$ cat src/hw/rtl/array_min_priority_queue_macros.svh
// Assertion macros for the priority queue RTL.
// Define NO_ASSERTIONS to compile them away.
`ifndef ARRAY_MIN_PRIORITY_QUEUE_MACROS_SVH
`define ARRAY_MIN_PRIORITY_QUEUE_MACROS_SVH

`ifndef NO_ASSERTIONS
`define APQ_ASSERT_IMP(lbl, clk, rst_n, ante, cons) \
    lbl: assert property (@(posedge clk) disable iff (!rst_n) (ante) |-> (cons)) \
        else $error("apq: implication check failed");
`define APQ_ASSERT_NXT(lbl, clk, rst_n, ante, cons) \
    lbl: assert property (@(posedge clk) disable iff (!rst_n) (ante) |=> (cons)) \
        else $error("apq: next-cycle check failed");
`else
`define APQ_ASSERT_IMP(lbl, clk, rst_n, ante, cons)
`define APQ_ASSERT_NXT(lbl, clk, rst_n, ante, cons)
`endif

`endif

$ cat src/hw/rtl/apq_pkg.sv
package apq_pkg;

    localparam int STATUS_W = 2;

    typedef enum logic {
        OP_INSERT  = 1'b0,
        OP_EXTRACT = 1'b1
    } t_op;

    typedef enum logic [STATUS_W-1:0] {
        ST_DONE  = 2'd0,
        ST_FULL  = 2'd1,
        ST_EMPTY = 2'd2
    } t_status;

    typedef enum logic [4:0] {
        S_IDLE   = 5'b00001,
        S_RDLAST = 5'b00010,
        S_MOVE   = 5'b00100,
        S_SCAN   = 5'b01000,
        S_FIN    = 5'b10000
    } t_state;

endpackage

$ cat src/hw/rtl/apq_if.sv
interface apq_req_if #(
    parameter int TAG_BITS      = 16,
    parameter int PRIORITY_BITS = 16
);
    logic                     valid;
    logic                     ready;
    logic                     op;
    logic [TAG_BITS-1:0]      task_tag;
    logic [PRIORITY_BITS-1:0] priority_req;

    modport source (output valid, op, task_tag, priority_req, input ready);
    modport sink   (input valid, op, task_tag, priority_req, output ready);
endinterface

interface apq_rsp_if #(
    parameter int TAG_BITS      = 16,
    parameter int PRIORITY_BITS = 16,
    parameter int COUNT_BITS    = 5
);
    logic                         valid;
    logic                         ready;
    logic [apq_pkg::STATUS_W-1:0] status;
    logic [TAG_BITS-1:0]          served_tag;
    logic [PRIORITY_BITS-1:0]     served_priority;
    logic                         head_valid;
    logic [TAG_BITS-1:0]          head_tag;
    logic [PRIORITY_BITS-1:0]     head_priority;
    logic                         is_empty;
    logic [COUNT_BITS-1:0]        task_count;

    modport source (output valid, status, served_tag, served_priority, head_valid,
                    head_tag, head_priority, is_empty, task_count, input ready);
    modport sink   (input valid, status, served_tag, served_priority, head_valid,
                    head_tag, head_priority, is_empty, task_count, output ready);
endinterface

$ cat src/hw/rtl/apq_ram.sv
module apq_ram #(
    parameter int WIDTH = 32,
    parameter int DEPTH = 16
) (
    input  logic                     i_clk,
    input  logic                     i_we,
    input  logic [$clog2(DEPTH)-1:0] i_waddr,
    input  logic [WIDTH-1:0]         i_wdata,
    input  logic [$clog2(DEPTH)-1:0] i_raddr,
    output logic [WIDTH-1:0]         o_rdata
);
    logic [WIDTH-1:0] r_mem [DEPTH];
    logic [WIDTH-1:0] r_rdata;

    always_ff @(posedge i_clk) begin
        if (i_we) begin
            r_mem[i_waddr] <= i_wdata;
        end
        r_rdata <= r_mem[i_raddr];
    end

    assign o_rdata = r_rdata;
endmodule

$ cat src/hw/rtl/apq_head_scan.sv
// Running minimum over entries streamed out of the store, lowest index wins ties.
module apq_head_scan #(
    parameter int IDX_W         = 4,
    parameter int TAG_BITS      = 16,
    parameter int PRIORITY_BITS = 16
) (
    input  logic                     i_clk,
    input  logic                     i_vld,
    input  logic                     i_first,
    input  logic [IDX_W-1:0]         i_idx,
    input  logic [TAG_BITS-1:0]      i_tag,
    input  logic [PRIORITY_BITS-1:0] i_pri,
    output logic [IDX_W-1:0]         o_idx,
    output logic [TAG_BITS-1:0]      o_tag,
    output logic [PRIORITY_BITS-1:0] o_pri
);
    logic [IDX_W-1:0]         r_idx;
    logic [TAG_BITS-1:0]      r_tag;
    logic [PRIORITY_BITS-1:0] r_pri;
    logic                     w_take;

    assign w_take = i_vld && (i_first || (i_pri < r_pri));

    // Best so far including the entry arriving this cycle.
    always_comb begin
        o_idx = w_take ? i_idx : r_idx;
        o_tag = w_take ? i_tag : r_tag;
        o_pri = w_take ? i_pri : r_pri;
    end

    always_ff @(posedge i_clk) begin
        if (i_vld) begin
            r_idx <= o_idx;
            r_tag <= o_tag;
            r_pri <= o_pri;
        end
    end
endmodule

$ cat src/hw/rtl/array_min_priority_queue.sv
// Channel  Dir  Payload                                                   Accept
// i_req    in   op, task_tag, priority_req                                valid & ready
// o_rsp    out  status, served_tag/priority, head_valid/tag/priority,     valid & ready
//               is_empty, task_count
//
// Insert, full insert and empty extract go straight from S_IDLE to S_FIN for the response.
// Extract: S_RDLAST reads the last entry and S_MOVE writes it into the hole; unless the
// queue is now empty, the single read port rescans the remaining entries one per cycle.
// The head entry is cached, so inserts need no scan.
// i_rst_n is synchronous; the store itself is not cleared, only the count and control state.
// A held response does not block the next request; the work waits only to publish.
`include "array_min_priority_queue_macros.svh"

module array_min_priority_queue #(
    parameter int CAPACITY      = 16,
    parameter int PRIORITY_BITS = 16,
    parameter int TAG_BITS      = 16
) (
    input  logic       i_clk,
    input  logic       i_rst_n,
    apq_req_if.sink    i_req,
    apq_rsp_if.source  o_rsp
);
    localparam int IDX_W = $clog2(CAPACITY);
    localparam int CNT_W = $clog2(CAPACITY + 1);
    localparam int ENT_W = TAG_BITS + PRIORITY_BITS;

    apq_pkg::t_state r_state, n_state;
    logic [CNT_W-1:0]         r_count, n_count;
    logic                     r_head_vld, n_head_vld;
    logic [IDX_W-1:0]         r_head_idx, n_head_idx;
    logic [TAG_BITS-1:0]      r_head_tag, n_head_tag;
    logic [PRIORITY_BITS-1:0] r_head_pri, n_head_pri;
    apq_pkg::t_status         r_status, n_status;
    logic [TAG_BITS-1:0]      r_srv_tag, n_srv_tag;
    logic [PRIORITY_BITS-1:0] r_srv_pri, n_srv_pri;
    logic [CNT_W-1:0]         r_rd_addr, n_rd_addr;
    logic                     r_chk_vld, n_chk_vld;
    logic [IDX_W-1:0]         r_chk_idx, n_chk_idx;

    logic                         r_out_vld, n_out_vld;
    logic [apq_pkg::STATUS_W-1:0] r_o_status;
    logic [TAG_BITS-1:0]          r_o_srv_tag;
    logic [PRIORITY_BITS-1:0]     r_o_srv_pri;
    logic                         r_o_head_vld;
    logic [TAG_BITS-1:0]          r_o_head_tag;
    logic [PRIORITY_BITS-1:0]     r_o_head_pri;
    logic                         r_o_empty;
    logic [CNT_W-1:0]             r_o_count;

    logic                     w_acc;
    logic                     w_full;
    logic                     w_load;
    logic                     w_issue;
    logic                     w_scan_end;
    logic                     w_we;
    logic [IDX_W-1:0]         w_waddr;
    logic [ENT_W-1:0]         w_wdata;
    logic [IDX_W-1:0]         w_raddr;
    logic [ENT_W-1:0]         w_rdata;
    logic [IDX_W-1:0]         w_best_idx;
    logic [TAG_BITS-1:0]      w_best_tag;
    logic [PRIORITY_BITS-1:0] w_best_pri;

    assign i_req.ready = (r_state == apq_pkg::S_IDLE);
    assign w_acc       = i_req.valid && i_req.ready;
    assign w_full      = (r_count >= CNT_W'(CAPACITY));
    assign w_load      = (r_state == apq_pkg::S_FIN) && (!r_out_vld || o_rsp.ready);
    assign w_issue     = (r_state == apq_pkg::S_SCAN) && (r_rd_addr < r_count);
    assign w_scan_end  = (r_state == apq_pkg::S_SCAN) && r_chk_vld &&
                         (CNT_W'(r_chk_idx) == (r_count - CNT_W'(1)));

    // Store port muxing: append on insert, fill the hole with the last entry on extract.
    always_comb begin
        w_we    = (w_acc && (i_req.op == apq_pkg::OP_INSERT) && !w_full) ||
                  (r_state == apq_pkg::S_MOVE);
        w_waddr = (r_state == apq_pkg::S_MOVE) ? r_head_idx : r_count[IDX_W-1:0];
        w_wdata = (r_state == apq_pkg::S_MOVE) ? w_rdata
                                                : {i_req.task_tag, i_req.priority_req};
        // Outside the scan the count (already decremented) addresses the last entry.
        w_raddr = (r_state == apq_pkg::S_SCAN) ? r_rd_addr[IDX_W-1:0]
                                                : r_count[IDX_W-1:0];
    end

    apq_ram #(
        .WIDTH (ENT_W),
        .DEPTH (CAPACITY)
    ) u_store (
        .i_clk   (i_clk),
        .i_we    (w_we),
        .i_waddr (w_waddr),
        .i_wdata (w_wdata),
        .i_raddr (w_raddr),
        .o_rdata (w_rdata)
    );

    apq_head_scan #(
        .IDX_W         (IDX_W),
        .TAG_BITS      (TAG_BITS),
        .PRIORITY_BITS (PRIORITY_BITS)
    ) u_scan (
        .i_clk   (i_clk),
        .i_vld   (r_chk_vld && (r_state == apq_pkg::S_SCAN)),
        .i_first (r_chk_idx == '0),
        .i_idx   (r_chk_idx),
        .i_tag   (w_rdata[ENT_W-1:PRIORITY_BITS]),
        .i_pri   (w_rdata[PRIORITY_BITS-1:0]),
        .o_idx   (w_best_idx),
        .o_tag   (w_best_tag),
        .o_pri   (w_best_pri)
    );

    always_comb begin
        n_state    = r_state;
        n_count    = r_count;
        n_head_vld = r_head_vld;
        n_head_idx = r_head_idx;
        n_head_tag = r_head_tag;
        n_head_pri = r_head_pri;
        n_status   = r_status;
        n_srv_tag  = r_srv_tag;
        n_srv_pri  = r_srv_pri;
        n_rd_addr  = r_rd_addr;
        n_chk_vld  = 1'b0;
        n_chk_idx  = r_rd_addr[IDX_W-1:0];
        case (r_state)
            apq_pkg::S_IDLE: begin
                if (w_acc) begin
                    n_srv_tag = '0;
                    n_srv_pri = '0;
                    n_status  = apq_pkg::ST_DONE;
                    n_state   = apq_pkg::S_FIN;
                    if (i_req.op == apq_pkg::OP_INSERT) begin
                        if (w_full) begin
                            n_status = apq_pkg::ST_FULL;
                        end else begin
                            n_count = r_count + CNT_W'(1);
                            // New entry sits at the highest index: it wins only if strictly less.
                            if (!r_head_vld || (i_req.priority_req < r_head_pri)) begin
                                n_head_vld = 1'b1;
                                n_head_idx = r_count[IDX_W-1:0];
                                n_head_tag = i_req.task_tag;
                                n_head_pri = i_req.priority_req;
                            end
                        end
                    end else if (r_count == '0) begin
                        n_status = apq_pkg::ST_EMPTY;
                    end else begin
                        n_srv_tag = r_head_tag;
                        n_srv_pri = r_head_pri;
                        n_count   = r_count - CNT_W'(1);
                        n_state   = apq_pkg::S_RDLAST;
                    end
                end
            end
            apq_pkg::S_RDLAST: begin
                n_state = apq_pkg::S_MOVE;
            end
            apq_pkg::S_MOVE: begin
                // Write lands this edge; scan reads start afterwards.
                n_rd_addr = '0;
                if (r_count == '0) begin
                    n_head_vld = 1'b0;
                    n_state    = apq_pkg::S_FIN;
                end else begin
                    n_state = apq_pkg::S_SCAN;
                end
            end
            apq_pkg::S_SCAN: begin
                n_chk_vld = w_issue;
                if (w_issue) begin
                    n_rd_addr = r_rd_addr + CNT_W'(1);
                end
                if (w_scan_end) begin
                    n_head_vld = 1'b1;
                    n_head_idx = w_best_idx;
                    n_head_tag = w_best_tag;
                    n_head_pri = w_best_pri;
                    n_state    = apq_pkg::S_FIN;
                end
            end
            apq_pkg::S_FIN: begin
                if (w_load) begin
                    n_state = apq_pkg::S_IDLE;
                end
            end
            default: begin
                n_state = apq_pkg::S_IDLE;
            end
        endcase
    end

    always_comb begin
        n_out_vld = r_out_vld;
        if (w_load) begin
            n_out_vld = 1'b1;
        end else if (o_rsp.ready) begin
            n_out_vld = 1'b0;
        end
    end

    always_ff @(posedge i_clk) begin
        if (!i_rst_n) begin
            r_state    <= apq_pkg::S_IDLE;
            r_count    <= '0;
            r_head_vld <= 1'b0;
            r_chk_vld  <= 1'b0;
            r_out_vld  <= 1'b0;
        end else begin
            r_state    <= n_state;
            r_count    <= n_count;
            r_head_vld <= n_head_vld;
            r_chk_vld  <= n_chk_vld;
            r_out_vld  <= n_out_vld;
        end
    end

    always_ff @(posedge i_clk) begin
        r_head_idx <= n_head_idx;
        r_head_tag <= n_head_tag;
        r_head_pri <= n_head_pri;
        r_status   <= n_status;
        r_srv_tag  <= n_srv_tag;
        r_srv_pri  <= n_srv_pri;
        r_rd_addr  <= n_rd_addr;
        r_chk_idx  <= n_chk_idx;
        if (w_load) begin
            r_o_status   <= r_status;
            r_o_srv_tag  <= r_srv_tag;
            r_o_srv_pri  <= r_srv_pri;
            r_o_head_vld <= r_head_vld;
            r_o_head_tag <= r_head_vld ? r_head_tag : '0;
            r_o_head_pri <= r_head_vld ? r_head_pri : '0;
            r_o_empty    <= (r_count == '0);
            r_o_count    <= r_count;
        end
    end

    assign o_rsp.valid           = r_out_vld;
    assign o_rsp.status          = r_o_status;
    assign o_rsp.served_tag      = r_o_srv_tag;
    assign o_rsp.served_priority = r_o_srv_pri;
    assign o_rsp.head_valid      = r_o_head_vld;
    assign o_rsp.head_tag        = r_o_head_tag;
    assign o_rsp.head_priority   = r_o_head_pri;
    assign o_rsp.is_empty        = r_o_empty;
    assign o_rsp.task_count      = r_o_count;

    `APQ_ASSERT_IMP(a_count_bound, i_clk, i_rst_n, 1'b1, r_count <= CNT_W'(CAPACITY))
    `APQ_ASSERT_IMP(a_head_cache, i_clk, i_rst_n,
                    r_state == apq_pkg::S_IDLE, r_head_vld == (r_count != '0))
    `APQ_ASSERT_NXT(a_empty_extract, i_clk, i_rst_n,
                    w_acc && (i_req.op == apq_pkg::OP_EXTRACT) && (r_count == '0),
                    r_state == apq_pkg::S_FIN)
    `APQ_ASSERT_NXT(a_scan_count, i_clk, i_rst_n, r_state == apq_pkg::S_SCAN, $stable(r_count))
endmodule

$ cat src/flat_wrapper.sv
// flat-port wrapper written by rule: the top's interface ports become plain ports
module array_min_priority_queue_flat import apq_pkg::*;
#(
    parameter int CAPACITY      = 16,
    parameter int PRIORITY_BITS = 16,
    parameter int TAG_BITS      = 16
)
  (i_clk, i_rst_n, i_req_valid, i_req_op, i_req_task_tag, i_req_priority_req, i_req_ready, o_rsp_valid, o_rsp_status, o_rsp_served_tag, o_rsp_served_priority, o_rsp_head_valid, o_rsp_head_tag, o_rsp_head_priority, o_rsp_is_empty, o_rsp_task_count, o_rsp_ready);
  apq_req_if #(.TAG_BITS(TAG_BITS), .PRIORITY_BITS(PRIORITY_BITS)) i_req_i ();
  apq_rsp_if #(.TAG_BITS(TAG_BITS), .PRIORITY_BITS(PRIORITY_BITS), .COUNT_BITS((5))) o_rsp_i ();
  input  logic i_clk;
  input  logic i_rst_n;
  input wire logic [$bits(i_req_i.valid)-1:0] i_req_valid;
  input wire logic [$bits(i_req_i.op)-1:0] i_req_op;
  input wire logic [$bits(i_req_i.task_tag)-1:0] i_req_task_tag;
  input wire logic [$bits(i_req_i.priority_req)-1:0] i_req_priority_req;
  output wire logic [$bits(i_req_i.ready)-1:0] i_req_ready;
  output wire logic [$bits(o_rsp_i.valid)-1:0] o_rsp_valid;
  output wire logic [$bits(o_rsp_i.status)-1:0] o_rsp_status;
  output wire logic [$bits(o_rsp_i.served_tag)-1:0] o_rsp_served_tag;
  output wire logic [$bits(o_rsp_i.served_priority)-1:0] o_rsp_served_priority;
  output wire logic [$bits(o_rsp_i.head_valid)-1:0] o_rsp_head_valid;
  output wire logic [$bits(o_rsp_i.head_tag)-1:0] o_rsp_head_tag;
  output wire logic [$bits(o_rsp_i.head_priority)-1:0] o_rsp_head_priority;
  output wire logic [$bits(o_rsp_i.is_empty)-1:0] o_rsp_is_empty;
  output wire logic [$bits(o_rsp_i.task_count)-1:0] o_rsp_task_count;
  input wire logic [$bits(o_rsp_i.ready)-1:0] o_rsp_ready;
  assign i_req_i.valid = i_req_valid;
  assign i_req_i.op = i_req_op;
  assign i_req_i.task_tag = i_req_task_tag;
  assign i_req_i.priority_req = i_req_priority_req;
  assign i_req_ready = i_req_i.ready;
  assign o_rsp_valid = o_rsp_i.valid;
  assign o_rsp_status = o_rsp_i.status;
  assign o_rsp_served_tag = o_rsp_i.served_tag;
  assign o_rsp_served_priority = o_rsp_i.served_priority;
  assign o_rsp_head_valid = o_rsp_i.head_valid;
  assign o_rsp_head_tag = o_rsp_i.head_tag;
  assign o_rsp_head_priority = o_rsp_i.head_priority;
  assign o_rsp_is_empty = o_rsp_i.is_empty;
  assign o_rsp_task_count = o_rsp_i.task_count;
  assign o_rsp_i.ready = o_rsp_ready;
  array_min_priority_queue #(.CAPACITY(CAPACITY), .PRIORITY_BITS(PRIORITY_BITS), .TAG_BITS(TAG_BITS)) u_core (.i_clk(i_clk), .i_rst_n(i_rst_n), .i_req(i_req_i), .o_rsp(o_rsp_i));
endmodule
$ cat config.mk
export PLATFORM = sky130hd
export DESIGN_NAME = array_min_priority_queue_flat
export DESIGN_NICKNAME = d
export VERILOG_FILES = /design/src/hw/rtl/apq_pkg.sv /design/src/hw/rtl/apq_if.sv /design/src/hw/rtl/apq_ram.sv /design/src/hw/rtl/apq_head_scan.sv /design/src/hw/rtl/array_min_priority_queue.sv /design/src/flat_wrapper.sv
export VERILOG_INCLUDE_DIRS = /design/src /design/src/hw/rtl
export SDC_FILE = /design/constraint.sdc
export NUM_CORES = 1
export LEC_CHECK = 0
export BUFFER_PORTS_ARGS = -buffer_cell sky130_fd_sc_hd__buf_2
export CAP_MARGIN = 20
export CORE_MARGIN = 2
export CORE_UTILIZATION = 50
export CTS_BUF_LIST = sky130_fd_sc_hd__clkbuf_2
export DETAILED_ROUTE_END_ITERATION = 8
export PLACE_DENSITY_LB_ADDON = 0.25
export SLEW_MARGIN = 15
export SYNTH_ARGS = -nofsm -noshare
export SYNTH_HDL_FRONTEND = slang
export SYNTH_SLANG_ARGS = --single-unit
$ cat constraint.sdc
create_clock -name i_clk -period 6.6 [get_ports i_clk]
set_clock_uncertainty 0.2 [all_clocks]
set_input_delay 0.99 -clock i_clk [delete_from_list [all_inputs] [get_ports i_clk]]
set_output_delay 0.99 -clock i_clk [all_outputs]
set_load 0.005 [all_outputs]
==> results.yml <==
sta:
  slew_headroom_pct: 25.72
  setup_viol: 0
  worst_pin_slew_ps: 1112
  min_period_ps: 4366
  setup_tns_ps: 0
  fin_crit_sh_pct: 66.16
  timing.final.ws_setup_ps: 2234
  finalHoldViolations: 0
  rsz0062_at_grt: "no"
  fmax_mhz: 229.0
  report.final.slew_viol_count: 0
synthesis:
  syn_inst: 2191
  ys_ff_latch: 745
  netlist_area_um2: 31340
  synth_area_leaders: "edfxtp_1 67%, mux2i_1 6.4%, dfxtp_1 3.1%"
  yosysSeqAreaShare_pct: 69.83
  synth.avg_cell_area_um2: 14.30
  synth_cell_types: 71
  synthTopCellsByCount: "696 x edfxtp_1, 231 x nand2_1, 199 x mux2i_1, 123 x a21oi_1, 95 x and2_1"
  syn_nets: 2265
  synthFlopType: "edfxtp_1"
  async_reset_ff_share_pct: 0
  yosysWarningCount: 0
  synth_top_area_share_pct: 66.70
  yosys.cell_count.top_type: "edfxtp_1"
  synth_edf_count: 696
  synth_top_cell_by_area: "edfxtp_1"
placement:
  place_ws_ps: 2281
  port_buffers: 111
  place_inst: 3050
  placed_cell_area_um2: 32950
  hpwl_um: 50310
  place_congestion: 0.8722
drt:
  dr_total_vias: 20570
  post_drt_via_cell_ratio: 6.007
  drt-total-wl_um: 83270
  drtPass1Iterations: 5
  postRouteAntennaNets: 0
  wl_per_cell_um: 24.32
  route.detailed.drc: 0
  drt_iter0_markers: 2058
clock_tree:
  insertion_delay_ps: 1390
  h-tree-depth: 4
  cts_made_buffers: 183
  clk_pin_slew_ps: 100
  ctsLongestPathBuffers: 3
  post-cts-setup-buffers: 0
  cts_root_buf: "clkbuf_2"
  cts.sinks: 745
  cts_tree: "yes"
  cts.repair.resized: 0
cells_and_area:
  fin_cells: 3424
  post-route-cell-area_um2: 35020
  synthToLayoutAreaGrowth_pct: 11.77
  num-nets-final: 2509
  drive_above_1_share_pct: 20.19
min_path:
  worst_hold_path_type: "register to register"
  min_path_cells: 0
critical_path:
  cp.arrival_ps: 5360
  cp.required_ps: 7600
  critical_path_class: "register to register"
  cp_max_fo: 48
  startpoint: "u_core.r_state[3]"
  ff2ff_path_depth: 7
  r2r-start: "u_core.r_state[3]"
  rrSetupSlack_ps: 2230
  endpoint: "u_core.u_store.o_rdata[19]"
  cp-end-kind: "register"
  startpoint_type: "register"
  r2r_end: "u_core.u_store.o_rdata[19]"
floorplanning:
  dieArea_um2: 64690
  die_y_um: 254.3
  io-pin-count: 112
  die_width_um: 254.3
  core_um2: 61830
  start_util_pct: 50.68
  num_rows: 91
pwr:
  power.density_nw_per_um2: 346.8
  p_int_mw: 8.108
  p_total_mw: 12.15
  clkPwrFrac_pct: 25.1
  p_seq_share_pct: 50.6
  p_sw_share_pct: 33.25
  switchingPower_mw: 4.039
  pwr-share-comb_pct: 24.3
  ir_worst_vdd_mv: 0.1545
  p_leak_nw: 13.02
status:
  status: "finished, final reports clean"
grt:
  gr-total-overflow: 0
  antenna_found_initial: 2
  grt_pass1_wl_um: 123200
  grt_max_degree: 74
  grtUsageTotal_pct: 25.87
  first_global_vias: 20400
flow_run:
  maxCapViolCount: 0
[power groups by stage]
stage	Combinational [mW]	Sequential, mW	Clock [mW]
after global routing	3.20	6.18	3.34
after detailed placement	2.92	6.24	0
final	2.95	6.15	3.05
after floorplan	2.04	6.03	0
after CTS	2.95	6.14	3.11
after global placement	2.86	6.23	0
[critical path: stages (launching register included)]
cell     delay (ps)
dfxtp_1         450
nor3b_2         860
nand2_4         530
mux2i_4         560
or2_1           680
buf_4           350
a21oi_1          60
or4_1           500
[area by class of cell]
class / instances / area, um^2
Inverter: 45 / 168.9
Clock buffer: 269 / 1346
Sequential cell: 745 / 21880
Antenna cell: 1 / 2.502
Fill cell: 4991 / 26800
Multi-Input combinational cell: 1259 / 8900
Tap cell: 837 / 1047
Clock inverter: 67 / 351.6
Timing Repair Buffer: 201 / 1324
[flip-flops by register name, summed over array words and instances (netlist names), 16 cells and up]
name,count
u_core.r_srv_pri,16
u_core.u_store.r_mem,512
u_core.u_store.o_rdata,32
u_core.u_scan.r_pri,16
u_core.r_head_pri,16
u_core.u_scan.r_tag,16
u_core.r_srv_tag,16
u_core.o_rsp.served_tag,16
u_core.o_rsp.head_priority,16
u_core.r_head_tag,16
u_core.o_rsp.served_priority,16
u_core.o_rsp.head_tag,16
[through the flow]
step,hold WS (ps),util [%]
3_3_place_gp,201.2,53.29
4_1_cts,145.3,56.64
5_1_grt,217.5,56.65
2_1_floorplan,171.1,-
3_5_place_dp,204.5,53.29
6_report,197.0,56.65
[cells in the final DEF (no fill, tap or decap), types with 6 or more instances in the layout]
cell	instances
mux4_2	16
inv_2	8
a21oi_1	122
clkinv_1	54
mux2_2	14
o21ai_0	72
mux2i_1	199
buf_2	111
nor3_1	9
and3_1	14
and2_1	95
ha_1	37
a31oi_1	37
nand4_1	11
or4_1	18
dlygate4sd3_1	37
nor2_4	20
xnor2_1	7
a21o_1	6
a221oi_1	59
o22ai_1	16
o22a_1	10
inv_1	40
a311oi_1	13
a2111oi_0	31
nand2_1	230
a211oi_1	30
buf_4	53
nor2_1	64
dfxtp_1	47
edfxtp_1	696
nand2b_1	7
o31ai_1	16
clkbuf_2	269
a211o_1	11
nand3_1	20
[worst min path at each step]
| stage | startpoint | end | slack, ps |
|---|---|---|---|
| 6_report | u_core.r_srv_pri[3] | u_core.o_rsp.served_priority[3] | 200 |
| 5_1_grt | u_core.r_srv_pri[3] | u_core.o_rsp.served_priority[3] | 220 |
| 4_1_cts | i_rst_n | u_core.r_head_vld | 150 |
| 3_5_place_dp | u_core.r_srv_pri[12] | u_core.o_rsp.served_priority[12] | 200 |
| 3_3_place_gp | u_core.r_srv_pri[11] | u_core.o_rsp.served_priority[11] | 200 |
| 2_1_floorplan | u_core.r_rd_addr[2] | u_core.r_chk_idx[2] | 170 |
[cell families after synthesis]
group,Yosys count,share of synthesized area (%)
AOI/OAI and AO/OA,459,9.835
xor gates and xnor gates,12,0.3354
adders and majority gates,37,1.477
buffers and inverters,187,2.448
DFF,745,69.83
muxes,231,8.118
and+or+nand+nor,520,7.958
[layer usage]
| layer | global-route usage [%] | up-vias | part of all wire (%) |
|---|---|---|---|
| li1 | - | 9082 | - |
| met1 | 33.57 | 10300 | 40 |
| met2 | 42.07 | 1011 | 48 |
| met3 | 6.450 | 173 | 8.9 |
| met4 | 10.05 | 2 | 2.8 |
| met5 | 0 | - | 0.019 |
[repair_timing]
item / 4_1_cts / 5_1_grt
hold endpoints to repair: 47 / 0
endpoints found under the setup margin: 0 / 0
hold buffers: 37 / 0
Power figures use the tool's default switching activity.
